### src/gasp_pkg.sv
// Shared constants, types and codes for the glyph atlas shelf packer.
package gasp_pkg;

    localparam int MAX_PAGES = 8;
    localparam int PAGE_AW   = (MAX_PAGES > 1) ? $clog2(MAX_PAGES) : 1;
    localparam int CNT_W     = $clog2(MAX_PAGES + 1);

    localparam int DIM_W     = 13;
    localparam int SUM_W     = DIM_W + 1;
    localparam logic [DIM_W-1:0] DIM_LIMIT = 13'd4096;

    localparam int PADDR_W   = 4;

    // register indexes, taken from paddr[3:2]
    localparam logic [1:0] REG_ATLAS_WIDTH  = 2'd0;
    localparam logic [1:0] REG_ATLAS_HEIGHT = 2'd1;
    localparam logic [1:0] REG_PADDING      = 2'd2;

    // result status codes
    localparam logic [1:0] ST_PLACED   = 2'd0;
    localparam logic [1:0] ST_NO_SPACE = 2'd1;
    localparam logic [1:0] ST_TOO_BIG  = 2'd2;
    localparam logic [1:0] ST_CLEARED  = 2'd3;

    localparam logic CMD_PLACE = 1'b0;
    localparam logic CMD_CLEAR = 1'b1;

    typedef struct packed {
        logic [DIM_W-1:0] x;
        logic [DIM_W-1:0] y;
        logic [DIM_W-1:0] h;
    } shelf_t;

    typedef struct packed {
        logic             open_ok;
        logic             new_ok;
        logic [DIM_W-1:0] tall;
        logic [DIM_W-1:0] x_next;
        logic [DIM_W-1:0] y_next;
    } fit_t;

    typedef struct packed {
        logic [1:0]  status;
        logic [2:0]  page;
        logic [11:0] pos_x;
        logic [11:0] pos_y;
        logic        opened;
    } result_t;

    typedef struct packed {
        logic [DIM_W-1:0] aw;
        logic [DIM_W-1:0] ah;
        logic [3:0]       pad;
    } cfg_t;

endpackage

### src/gasp_cfg.sv
// APB register block: page size and padding, page size clamped for the datapath.
module gasp_cfg
(
    input  logic                         clk,
    input  logic                         rst_n,
    input  logic                         psel,
    input  logic                         penable,
    input  logic                         pwrite,
    input  logic [gasp_pkg::PADDR_W-1:0] paddr,
    input  logic [31:0]                  pwdata,
    output logic [31:0]                  prdata,
    output logic                         pready,
    output gasp_pkg::cfg_t               cfg
);
    import gasp_pkg::*;

    logic [DIM_W-1:0] atlas_width_reg;
    logic [DIM_W-1:0] atlas_height_reg;
    logic [3:0]       padding_reg;
    logic             wr_en;

    assign pready = 1'b1;
    assign wr_en  = psel && penable && pwrite;

    always_ff @(posedge clk or negedge rst_n)
    begin
        if (!rst_n)
        begin
            atlas_width_reg  <= 13'd1024;
            atlas_height_reg <= 13'd1024;
            padding_reg      <= 4'd1;
        end
        else if (wr_en)
        begin
            unique case (paddr[3:2])
                REG_ATLAS_WIDTH:  atlas_width_reg  <= pwdata[DIM_W-1:0];
                REG_ATLAS_HEIGHT: atlas_height_reg <= pwdata[DIM_W-1:0];
                REG_PADDING:      padding_reg      <= pwdata[3:0];
                default: ;
            endcase
        end
    end

    always_comb
    begin
        unique case (paddr[3:2])
            REG_ATLAS_WIDTH:  prdata = {19'd0, atlas_width_reg};
            REG_ATLAS_HEIGHT: prdata = {19'd0, atlas_height_reg};
            REG_PADDING:      prdata = {28'd0, padding_reg};
            default:          prdata = 32'd0;
        endcase
    end

    // sizes above 4096 behave as 4096
    assign cfg.aw  = (atlas_width_reg  > DIM_LIMIT) ? DIM_LIMIT : atlas_width_reg;
    assign cfg.ah  = (atlas_height_reg > DIM_LIMIT) ? DIM_LIMIT : atlas_height_reg;
    assign cfg.pad = padding_reg;

endmodule

### src/gasp_shelf_mem.sv
// Per-page shelf store: x cursor, shelf top and shelf height, registered read.
module gasp_shelf_mem
(
    input  logic                         clk,
    input  logic                         we,
    input  logic [gasp_pkg::PAGE_AW-1:0] waddr,
    input  gasp_pkg::shelf_t             wdata,
    input  logic [gasp_pkg::PAGE_AW-1:0] raddr,
    output gasp_pkg::shelf_t             rdata
);
    import gasp_pkg::*;

    shelf_t mem [MAX_PAGES];
    shelf_t rdata_reg;

    always_ff @(posedge clk)
    begin
        if (we)
        begin
            mem[waddr] <= wdata;
        end
        rdata_reg <= mem[raddr];
    end

    assign rdata = rdata_reg;

endmodule

### src/gasp_fit.sv
// Shared fit unit: tests one page's open shelf and a new shelf below it.
module gasp_fit
(
    input  gasp_pkg::shelf_t                shelf,
    input  logic [gasp_pkg::DIM_W-1:0]      pw,
    input  logic [gasp_pkg::DIM_W-1:0]      ph,
    input  logic [gasp_pkg::DIM_W-1:0]      aw,
    input  logic [gasp_pkg::DIM_W-1:0]      ah,
    output gasp_pkg::fit_t                  fit
);
    import gasp_pkg::*;

    logic [DIM_W-1:0] tall;
    logic [SUM_W-1:0] x_sum;
    logic [SUM_W-1:0] top_sum;
    logic [SUM_W-1:0] next_y;
    logic [SUM_W-1:0] new_sum;

    assign tall    = (shelf.h > ph) ? shelf.h : ph;
    assign x_sum   = {1'b0, shelf.x} + {1'b0, pw};
    assign top_sum = {1'b0, shelf.y} + {1'b0, tall};
    assign next_y  = {1'b0, shelf.y} + {1'b0, shelf.h};
    assign new_sum = next_y + {1'b0, ph};

    assign fit.open_ok = (x_sum <= {1'b0, aw}) && (top_sum <= {1'b0, ah});
    assign fit.new_ok  = (new_sum <= {1'b0, ah});
    assign fit.tall    = tall;
    assign fit.x_next  = x_sum[DIM_W-1:0];
    assign fit.y_next  = next_y[DIM_W-1:0];

endmodule

### src/glyph_atlas_shelf_packer.sv
// Top level of the glyph atlas shelf packer: stream ports, sequencer, result register.
// One request at a time. A clear or a rejected rectangle goes from CHECK
// straight to EMIT; a placement is tried on pages in order from 0 in SCAN, and
// opening a new page or reporting that all pages are full follows a scan of
// every page in use (at most MAX_PAGES). The single fit unit tests one page a
// cycle against a registered read of the shelf store. A finished result waits
// in the output register while the next request is taken. No clearing pass
// after reset.
module glyph_atlas_shelf_packer
(
    input  logic                         clk,
    input  logic                         rst_n,
    input  logic                         s_tvalid,
    output logic                         s_tready,
    input  logic [23:0]                  s_tdata,  // rect_width[11:0], rect_height[23:12]
    input  logic                         s_tuser,  // command
    output logic                         m_tvalid,
    input  logic                         m_tready,
    output logic [31:0]                  m_tdata,  // page_index[2:0], pos_x[14:3],
                                                   // pos_y[26:15], opened_page[27]
    output logic [1:0]                   m_tuser,  // status
    input  logic                         psel,
    input  logic                         penable,
    input  logic                         pwrite,
    input  logic [gasp_pkg::PADDR_W-1:0] paddr,
    input  logic [31:0]                  pwdata,
    output logic [31:0]                  prdata,
    output logic                         pready
);
    import gasp_pkg::*;

    typedef enum logic [1:0] {IDLE, CHECK, SCAN, EMIT} state_t;

    state_t           state_reg;
    logic             cmd_reg;
    logic [DIM_W-1:0] pw_reg;
    logic [DIM_W-1:0] ph_reg;
    logic [CNT_W-1:0] cnt_reg;
    logic [CNT_W-1:0] pages_reg;
    result_t          res_reg;
    logic             m_tvalid_reg;
    result_t          m_res_reg;

    cfg_t             cfg;
    shelf_t           rdata;
    shelf_t           wdata;
    fit_t             fit;
    logic             mem_we;
    logic [PAGE_AW-1:0] waddr;
    logic [PAGE_AW-1:0] raddr;
    logic [CNT_W-1:0] cnt_inc;
    logic             in_range;
    logic             full;
    logic             too_big;
    logic             out_free;

    gasp_cfg u_cfg
    (
        .clk     (clk),
        .rst_n   (rst_n),
        .psel    (psel),
        .penable (penable),
        .pwrite  (pwrite),
        .paddr   (paddr),
        .pwdata  (pwdata),
        .prdata  (prdata),
        .pready  (pready),
        .cfg     (cfg)
    );

    gasp_shelf_mem u_mem
    (
        .clk   (clk),
        .we    (mem_we),
        .waddr (waddr),
        .wdata (wdata),
        .raddr (raddr),
        .rdata (rdata)
    );

    gasp_fit u_fit
    (
        .shelf (rdata),
        .pw    (pw_reg),
        .ph    (ph_reg),
        .aw    (cfg.aw),
        .ah    (cfg.ah),
        .fit   (fit)
    );

    assign s_tready = (state_reg == IDLE);
    assign out_free = !m_tvalid_reg || m_tready;
    assign in_range = (cnt_reg < pages_reg);
    assign full     = (pages_reg == CNT_W'(MAX_PAGES));
    assign too_big  = (pw_reg == '0) || (ph_reg == '0) ||
                      (pw_reg > cfg.aw) || (ph_reg > cfg.ah);
    assign cnt_inc  = cnt_reg + 1'b1;

    // read one page ahead: page 0 while checking, the next page while scanning
    assign raddr = (state_reg == SCAN) ? cnt_inc[PAGE_AW-1:0] : '0;

    always_comb
    begin
        mem_we = 1'b0;
        waddr  = cnt_reg[PAGE_AW-1:0];
        wdata  = rdata;
        if (state_reg == SCAN)
        begin
            if (in_range)
            begin
                if (fit.open_ok)
                begin
                    mem_we  = 1'b1;
                    wdata.x = fit.x_next;
                    wdata.h = fit.tall;
                end
                else if (fit.new_ok)
                begin
                    mem_we  = 1'b1;
                    wdata.x = pw_reg;
                    wdata.y = fit.y_next;
                    wdata.h = ph_reg;
                end
            end
            else if (!full)
            begin
                mem_we  = 1'b1;
                waddr   = pages_reg[PAGE_AW-1:0];
                wdata.x = pw_reg;
                wdata.y = '0;
                wdata.h = ph_reg;
            end
        end
    end

    always_ff @(posedge clk or negedge rst_n)
    begin
        if (!rst_n)
        begin
            state_reg    <= IDLE;
            cmd_reg      <= 1'b0;
            pw_reg       <= '0;
            ph_reg       <= '0;
            cnt_reg      <= '0;
            pages_reg    <= '0;
            res_reg      <= '0;
            m_tvalid_reg <= 1'b0;
            m_res_reg    <= '0;
        end
        else
        begin
            if ((state_reg == EMIT) && out_free)
            begin
                m_tvalid_reg <= 1'b1;
            end
            else if (m_tvalid_reg && m_tready)
            begin
                m_tvalid_reg <= 1'b0;
            end
            unique case (state_reg)
                IDLE:
                begin
                    if (s_tvalid)
                    begin
                        cmd_reg   <= s_tuser;
                        pw_reg    <= {1'b0, s_tdata[11:0]} + {9'd0, cfg.pad};
                        ph_reg    <= {1'b0, s_tdata[23:12]} + {9'd0, cfg.pad};
                        state_reg <= CHECK;
                    end
                end
                CHECK:
                begin
                    cnt_reg <= '0;
                    if (cmd_reg == CMD_CLEAR)
                    begin
                        pages_reg <= '0;
                        res_reg   <= '{status: ST_CLEARED, default: '0};
                        state_reg <= EMIT;
                    end
                    else if (too_big)
                    begin
                        res_reg   <= '{status: ST_TOO_BIG, default: '0};
                        state_reg <= EMIT;
                    end
                    else
                    begin
                        res_reg   <= '0;
                        state_reg <= SCAN;
                    end
                end
                SCAN:
                begin
                    if (in_range)
                    begin
                        if (fit.open_ok || fit.new_ok)
                        begin
                            res_reg <= '{status: ST_PLACED,
                                         page:   3'(cnt_reg),
                                         pos_x:  fit.open_ok ? rdata.x[11:0] : 12'd0,
                                         pos_y:  fit.open_ok ? rdata.y[11:0]
                                                             : fit.y_next[11:0],
                                         opened: 1'b0};
                            state_reg <= EMIT;
                        end
                        else
                        begin
                            cnt_reg <= cnt_inc;
                        end
                    end
                    else if (full)
                    begin
                        res_reg   <= '{status: ST_NO_SPACE, default: '0};
                        state_reg <= EMIT;
                    end
                    else
                    begin
                        res_reg   <= '{status: ST_PLACED,
                                       page:   3'(pages_reg),
                                       pos_x:  12'd0,
                                       pos_y:  12'd0,
                                       opened: 1'b1};
                        pages_reg <= pages_reg + 1'b1;
                        state_reg <= EMIT;
                    end
                end
                EMIT:
                begin
                    if (out_free)
                    begin
                        m_res_reg <= res_reg;
                        state_reg <= IDLE;
                    end
                end
                default: state_reg <= IDLE;
            endcase
        end
    end

    assign m_tvalid = m_tvalid_reg;
    assign m_tuser  = m_res_reg.status;
    assign m_tdata  = {4'd0, m_res_reg.opened, m_res_reg.pos_y,
                       m_res_reg.pos_x, m_res_reg.page};

    a_pages_bound: assert property (@(posedge clk) disable iff (!rst_n)
        pages_reg <= CNT_W'(MAX_PAGES))
        else $error("page count above limit");

    a_reject_zero: assert property (@(posedge clk) disable iff (!rst_n)
        m_tvalid && (m_tuser != ST_PLACED) |-> (m_tdata == 32'd0))
        else $error("non-placement carries coordinates");

    a_open_origin: assert property (@(posedge clk) disable iff (!rst_n)
        m_tvalid && m_tdata[27] |->
            (m_tuser == ST_PLACED) && (m_tdata[26:3] == 24'd0))
        else $error("new page placement not at origin");

    a_busy_after_take: assert property (@(posedge clk) disable iff (!rst_n)
        s_tvalid && s_tready |=> !s_tready)
        else $error("request taken while busy");

endmodule
### config.mk
export PLATFORM = sky130hd
export DESIGN_NAME = glyph_atlas_shelf_packer
export DESIGN_NICKNAME = d
export VERILOG_FILES = /design/src/gasp_pkg.sv /design/src/gasp_cfg.sv /design/src/gasp_shelf_mem.sv /design/src/gasp_fit.sv /design/src/glyph_atlas_shelf_packer.sv
export SDC_FILE = /design/constraint.sdc
export NUM_CORES = 1
export LEC_CHECK = 0
export BUFFER_PORTS_ARGS = -buffer_cell sky130_fd_sc_hd__buf_4
export CAP_MARGIN = 25
export CORE_MARGIN = 10
export CORE_UTILIZATION = 45
export CTS_CLUSTER_DIAMETER = 40
export DETAILED_ROUTE_END_ITERATION = 6
export GPL_ROUTABILITY_DRIVEN = 0
export MAX_ROUTING_LAYER = met4
export PLACE_DENSITY_LB_ADDON = 0.12
export SYNTH_ARGS = -nofsm -noshare
export SYNTH_HDL_FRONTEND = slang
export SYNTH_SLANG_ARGS = --single-unit
### constraint.sdc
create_clock -name clk -period 11.12 [get_ports clk]
set_clock_uncertainty 0.1 [all_clocks]
set_input_delay 1.668 -clock clk [delete_from_list [all_inputs] [get_ports clk]]
set_output_delay 1.668 -clock clk [all_outputs]
set_load 0.03 [all_outputs]
==> run_results.csv, run 1 <==
group,metric,value,unit
route,post_drt_via_cell_ratio,5.92,
finish,area_growth,14.6,%
die,die_area,65000,um^2
finish,fillers,4707,
synthesis,synth_seq_cells,479,
place,placed_cell_area,26200,um^2
timing,setup_slack,2.04,ns
cts,cts.sink_count,479,
cts,post_cts_buffers,0,
cts,cts_tree,"done",
die,die_w,255,um
route,dr.pass1.iters,5,
global_routing,antenna_found_initial,0,
finish,diodes,0,
die,rows,86,
worst_setup_path,crit_top_cell,"a21oi_1",
finish,layout.nets,2392,
worst_setup_path,crit_type,"flip-flop to flip-flop",
synthesis,synth.distinct_cells,78,
synthesis,synthCells,2081,
timing,slew_headroom,30.3,%
route,drtIter0Drc,1203,
route,ant_nets,0,
worst_setup_path,slowest_stage,"nand4_1",
route,drcViolationCount,0,
synthesis,ys_warn_count,0,
global_routing,grt_pass1_vias,17292,
worst_setup_path,critPathMaxFanout,17,
synthesis,syn_area,24800,um^2
worst_setup_path,cp-end-kind,"flip-flop",
synthesis,syn_area_per_cell,11.9,um^2
worst_setup_path,crit_family,"compound AO/OA/AOI/OAI gates",
timing,worstMarginPinSlew,1.04,ns
synthesis,async_flop_share,26.7,%
route,wirelength,67600,um
job,maxCapViolations,0,
worst_hold_path,min_path_type,"flip-flop to flip-flop",
cts,cts_hold_buf,0,
global_routing,grt_overflow_total,0,
synthesis,synth.area.top_cells,"edfxtp_1, dfrtp_1, ha_1, o21ai_0, mux4_2",
place,pre_cts_slack,2.27,ns
cts,clock_path_buffers,3,
synthesis,netlist.area_leader.share,37.7,%
die,start_util,45.3,%
worst_setup_path,slowest_delay,0.89,ns
global_routing,track_usage,21.3,%
global_routing,grt_start_max_net_pins,80,
finish,final_util,51.9,%
finish,layout-drive-gt1-share,17.3,%
finish,seq_area,13400,um^2
worst_setup_path,worst-path-buf-inv,1,
worst_setup_path,critPathArrivalTime,9.27,ns
route,dr_total_vias,17338,
synthesis,synthFlopType,"edfxtp_1",
status,status,"finished clean",
cts,post_cts_resized,0,
synthesis,ys_seq_area_share,53.8,%
timing,hold_violations,0,
worst_setup_path,crit_required,11.31,ns
global_routing,grt_pass1_wl,103000,um
place,io_buffer_count,91,
timing,fmax,110,MHz
finish,largest_reg_flops,312,
cts,cts.clk_slew.worst_paths,0.06,ns
timing,slew_viol_final,0,
finish,multiInputGateArea,10700,um^2
place,hpwl,45900,um
die,ios,137,
cts,htreeDepth,3,
synthesis,synth_largest_area_cell,"edfxtp_1",
timing,fin_crit_sh,81.7,%
cts,cts-root-buf,"clkbuf_16",
cts,cts_buffers,69,
timing,period_needed,9.08,ns
finish,final_area,28500,um^2
timing,setup_viol,0,
synthesis,synth_edf_count,312,
timing,setup-tns-final,0,ns
worst_setup_path,cp-start-kind,"flip-flop",
timing,grt_setup_unrepaired,"no",
die,die_h,255,um
cts,clock_latency,0.60,ns
route,wire_per_inst,23.1,um
die,core,54900,um^2
==> kinds of logic (layout without fill, tap and decap cells) <==
logic type	Yosys count	count (layout)	synth area share, %
AOI/OAI and AO/OA	596	596	15.0
DFF	479	479	53.8
and+or+nand+nor	404	404	7.74
buffers and inverters	218	341	4.02
muxes	169	169	9.41
adders and majority gates	154	154	7.94
xor gates and xnor gates	59	59	2.11
other	2	24	0.0302
==> area by class of cell <==
cell class / instances / area share (%)
well taps: 704 / 3.09
clock buffers: 89 / 6.64
multi-input cells: 1406 / 37.4
flip-flops and latches: 479 / 46.9
repair buffers: 123 / 3.39
clock inverters: 38 / 1.34
inverters: 91 / 1.20
==> metrics by stage <==
stage	hold WS (ns)	instances
2_1_floorplan	0.355	2103
3_3_place_gp	0.369	2801
3_5_place_dp	0.377	2801
4_1_cts	0.389	2928
5_1_grt	0.411	2930
6_report	0.381	2930
==> layout by cell type, fill, tap and decap left out, types with 15 or more instances in the layout <==
cell	n
edfxtp_1	312
o21ai_0	265
nand2_1	154
ha_1	148
dfrtp_1	124
buf_4	118
a21oi_1	105
inv_1	91
clkbuf_16	72
mux2_2	65
mux2i_1	59
nor2_1	57
nand3_1	46
mux4_2	45
dfxtp_1	39
xnor2_1	36
nand4_1	31
a21o_1	30
o221ai_1	24
conb_1	24
xor2_1	22
a21boi_0	20
o31ai_1	19
nor2b_1	17
a211oi_1	16
nor3_1	16
and3_1	15
==> worst reg2reg max path: stages, from the launching register on <==
cell and delay [ns]:
dfrtp_1 0.61, inv_1 0.11, ha_1 0.34, and3_1 0.17, nand3_1 0.15, o31ai_1 0.65
o31ai_4 0.35, nand2_1 0.14, o21ai_0 0.11, ha_1 0.28, fa_1 0.42, a21o_1 0.17
a21oi_1 0.24, o21bai_1 0.11, a21o_1 0.21, a21oi_1 0.28, o21ai_0 0.13, a21oi_1 0.19
xnor2_1 0.09, ha_1 0.20, a21o_1 0.18, a21oi_1 0.19, o31ai_1 0.10, o41ai_1 0.52
nand4_1 0.89, o21ai_4 0.78, nor2_1 0.37, mux2i_1 0.71
==> synthesized netlist by cell type, types with 6 or more instances <==
library cell  number
a21oi_1          106
nor2b_1           17
buf_4             27
mux4_2            45
nor4_1            13
xor2_1            22
dfxtp_1           39
buf_1              8
a21o_1            30
o221ai_1          24
a221oi_2           8
buf_2             19
a21boi_0          20
o22ai_1           14
o211ai_1          14
inv_1             91
mux2i_1           59
nor2_1            59
a22o_1            14
clkbuf_1          66
buf_6              6
nand2_1          158
dfrtp_1          125
a31oi_1            6
xnor2_1           36
edfxtp_1         312
nand2b_1          12
ha_1             148
a221oi_1           6
mux2_2            65
nor3_1            24
o21a_1             7
o21bai_1           6
a211oi_1          16
fa_1               6
and3_1            15
or3_1              6
nand3_1           46
o31ai_1           20
o21ai_0          265
nand4_1           31
==> final timing paths <==
check | slack, ns | depth (start not counted) | end | start
setup / recovery | 2.04 | 27 | u_mem.mem[3][22] | ph_reg[10]
hold / removal | 0.38 | 2 | m_tdata[20] | m_tdata[20]
setup reg to reg | 2.04 | 27 | u_mem.mem[3][22] | ph_reg[10]
hold reg to reg | 0.38 | 2 | m_tdata[20] | m_tdata[20]
max in group asynchronous | 8.65 | 2 | state_reg[0] | rst_n
min in group asynchronous | 0.99 | 1 | ph_reg[9] | rst_n
==> layer usage <==
layer / GRT usage [%] / wire [um]
met5: - / 0
met4: 6.73 / 1640
met3: 3.66 / 4280
met2: 33.1 / 31400
met1: 28.3 / 30300
Power of run 1 is not shown: default switching activity piles up to over one toggle a cycle in this logic, so the estimate is an artifact.
==> run 2, diff against run 1 <==
--- a/config.mk
+++ b/config.mk
@@ -5,6 +5,7 @@
 export SDC_FILE = /design/constraint.sdc
 export NUM_CORES = 1
 export LEC_CHECK = 0
+export ABC_AREA = 1
 export BUFFER_PORTS_ARGS = -buffer_cell sky130_fd_sc_hd__buf_4
 export CAP_MARGIN = 25
 export CORE_MARGIN = 10
==> constraint.sdc (replaced) <==
create_clock -name clk -period 7.9 [get_ports clk]
set_clock_uncertainty 0.1 [all_clocks]
set_input_delay 1.185 -clock clk [delete_from_list [all_inputs] [get_ports clk]]
set_output_delay 1.185 -clock clk [all_outputs]
set_load 0.03 [all_outputs]
==> run_results.csv, run 2 <==
group,metric,value,unit
global_routing,grt_overflow_total,0,
synthesis,synthFlopType,"edfxtp_1",
route,post_drt_via_cell_ratio,5.59,
synthesis,syn_area,25600,um^2
route,wirelength,74600,um
route,wire_per_inst,20.9,um
synthesis,syn_area_per_cell,9.58,um^2
synthesis,yosys.area_share.simple,17.9,%
die,rows,87,
worst_setup_path,critPathArrivalTime,6.78,ns
die,ios,137,
die,die_w,258,um
cts,cts.clk_slew.worst_paths,0.05,ns
synthesis,ys_warn_count,0,
die,die_area,66800,um^2
timing,worstMarginPinSlew,1.05,ns
finish,final_common_cell,"nand2_1",
timing,slew_viol_final,0,
cts,post_cts_buffers,0,
finish,fillers,4987,
cts,htreeDepth,3,
worst_setup_path,critPathMaxFanout,39,
timing,fmax,152,MHz
worst_hold_path,min_path_type,"flip-flop to flip-flop",
global_routing,grt_pass1_vias,19569,
timing,slew_headroom,29.0,%
worst_setup_path,cp-end-kind,"flip-flop",
synthesis,synth_compound_area_share,12.6,%
global_routing,track_usage,22.6,%
worst_setup_path,slowest_stage,"dfrtp_1",
worst_setup_path,crit_type,"flip-flop to flip-flop",
timing,hold_violations,0,
timing,grt_setup_unrepaired,"no",
synthesis,synth_seq_cells,479,
synthesis,synthXorXnorAreaFrac,1.71,%
finish,final_cell_mix,"nand2_1, nor2_1, edfxtp_1",
timing,setup-tns-final,0,ns
synthesis,synth_largest_area_cell,"edfxtp_1",
synthesis,synthCells,2668,
finish,seq_area,13400,um^2
synthesis,netlist.area_leader.share,36.6,%
route,ant_nets,0,
finish,final_util,52.5,%
finish,multiInputGateArea,10700,um^2
synthesis,synth.distinct_cells,61,
synthesis,yosysMostFrequentCell,"nand2_1",
die,core,56300,um^2
cts,cts_tree,"done",
die,die_h,258,um
timing,setup_viol,0,
job,maxCapViolations,0,
synthesis,synth_top_family_by_area,"simple AND/OR/NAND/NOR gates",
worst_setup_path,slowest_delay,0.62,ns
route,dr_total_vias,19914,
worst_setup_path,worst_r2r_path_depth,33,
worst_setup_path,crit_required,8.08,ns
cts,cts-root-buf,"clkbuf_16",
worst_hold_path,hold_depth,2,
finish,area_growth,15.5,%
route,drcViolationCount,0,
route,drtIter0Drc,1802,
status,status,"finished clean",
timing,fin_crit_sh,83.5,%
synthesis,synth.area.top_cells,"edfxtp_1, dfrtp_1, nand2_1, ha_1, nor2_1",
synthesis,ys_seq_area_share,52.2,%
finish,layout-drive-gt1-share,12.4,%
synthesis,synth_edf_count,312,
cts,clock_latency,0.61,ns
cts,cts_hold_buf,0,
worst_setup_path,cp-start-kind,"flip-flop",
cts,cts_buffers,74,
synthesis,async_flop_share,26.7,%
cts,post_cts_resized,0,
global_routing,grt_start_max_net_pins,88,
finish,largest_reg_flops,312,
place,hpwl,49200,um
cts,clock_path_buffers,3,
synthesis,muxShareOfSynthArea,1.32,%
worst_setup_path,crit_top_cell,"nand2_1",
place,io_buffer_count,91,
finish,layout.nets,2970,
global_routing,grt_pass1_wl,115000,um
timing,period_needed,6.59,ns
finish,diodes,0,
synthesis,synth-adder-area-share,7.71,%
die,start_util,45.4,%
synthesis,synth_top_cells_by_count,"nand2_1, nor2_1, edfxtp_1",
route,dr.pass1.iters,5,
global_routing,antenna_found_initial,0,
cts,cts.sink_count,479,
-- run 2: changes by cell type after synthesis, moves of 59 or more --
| cell | before | now |
|---|---|---|
| nand3_1 | 46 | 131 |
| nand2_1 | 158 | 501 |
| o21ai_0 | 265 | 115 |
| inv_1 | 91 | 228 |
| nor2_1 | 59 | 320 |
| mux2i_1 | 59 | 0 |
-- run 2: worst paths after layout --
| path | slack [ns] | to | startpoint |
|---|---|---|---|
| worst max-delay path | 1.31 | u_mem.mem[3][30] | ph_reg[10] |
| worst min-delay path | 0.38 | res_reg[8] | res_reg[8] |
| worst max register to register | 1.31 | u_mem.mem[3][30] | ph_reg[10] |
| worst min register to register | 0.38 | res_reg[8] | res_reg[8] |
| max in group asynchronous | 5.87 | cnt_reg[0] | rst_n |
| min in group asynchronous | 0.45 | u_cfg.padding_reg[1] | rst_n |
-- run 2: final cells by class --
type | count | area share, %
inverter | 238 | 3.03
clock inverter | 51 | 1.98
timing repair buffer | 129 | 3.63
multi-input combinational | 1826 | 36.2
tap | 756 | 3.20
sequential | 479 | 45.2
clock buffer | 86 | 6.67
-- run 2: worst max-delay path: cells and delay by family, from the launching register on --
kind | cells | cell delay, ns
AOI/OAI and AO/OA | 5 | 0.92
xor gates and xnor gates | 1 | 0.15
adders and majority gates | 4 | 1.28
buffers and inverters | 4 | 0.70
DFF | 1 | 0.62
and+or+nand+nor | 19 | 2.45
-- run 2: routing by layer --
layer | wire [um] | track usage (%) | part of all wire, %
met2 | 34400 | 35.1 | 46
met1 | 32900 | 29.8 | 44
met4 | 2050 | 7.81 | 2.7
met3 | 5230 | 3.40 | 7.0
met5 | 0 | - | 0
-- run 2: through the flow --
step	cells	instance area [um^2]	worst slack, ns	hold slack (ns)
2_1_floorplan	2690	25700	0.119	0.338
3_3_place_gp	3428	27000	1.44	0.368
3_5_place_dp	3428	27000	1.39	0.369
4_1_cts	3565	29500	1.38	0.383
5_1_grt	3565	29500	0.758	0.394
6_report	3565	29500	1.31	0.376
-- run 2: kinds of logic after synthesis --
family / count (synthesis)
adders and majority gates: 154
and+or+nand+nor: 1086
other: 2
buffers and inverters: 385
xor gates and xnor gates: 50
AOI/OAI and AO/OA: 482
muxes: 30
DFF: 479
Power of run 2 is left out for the same reason.
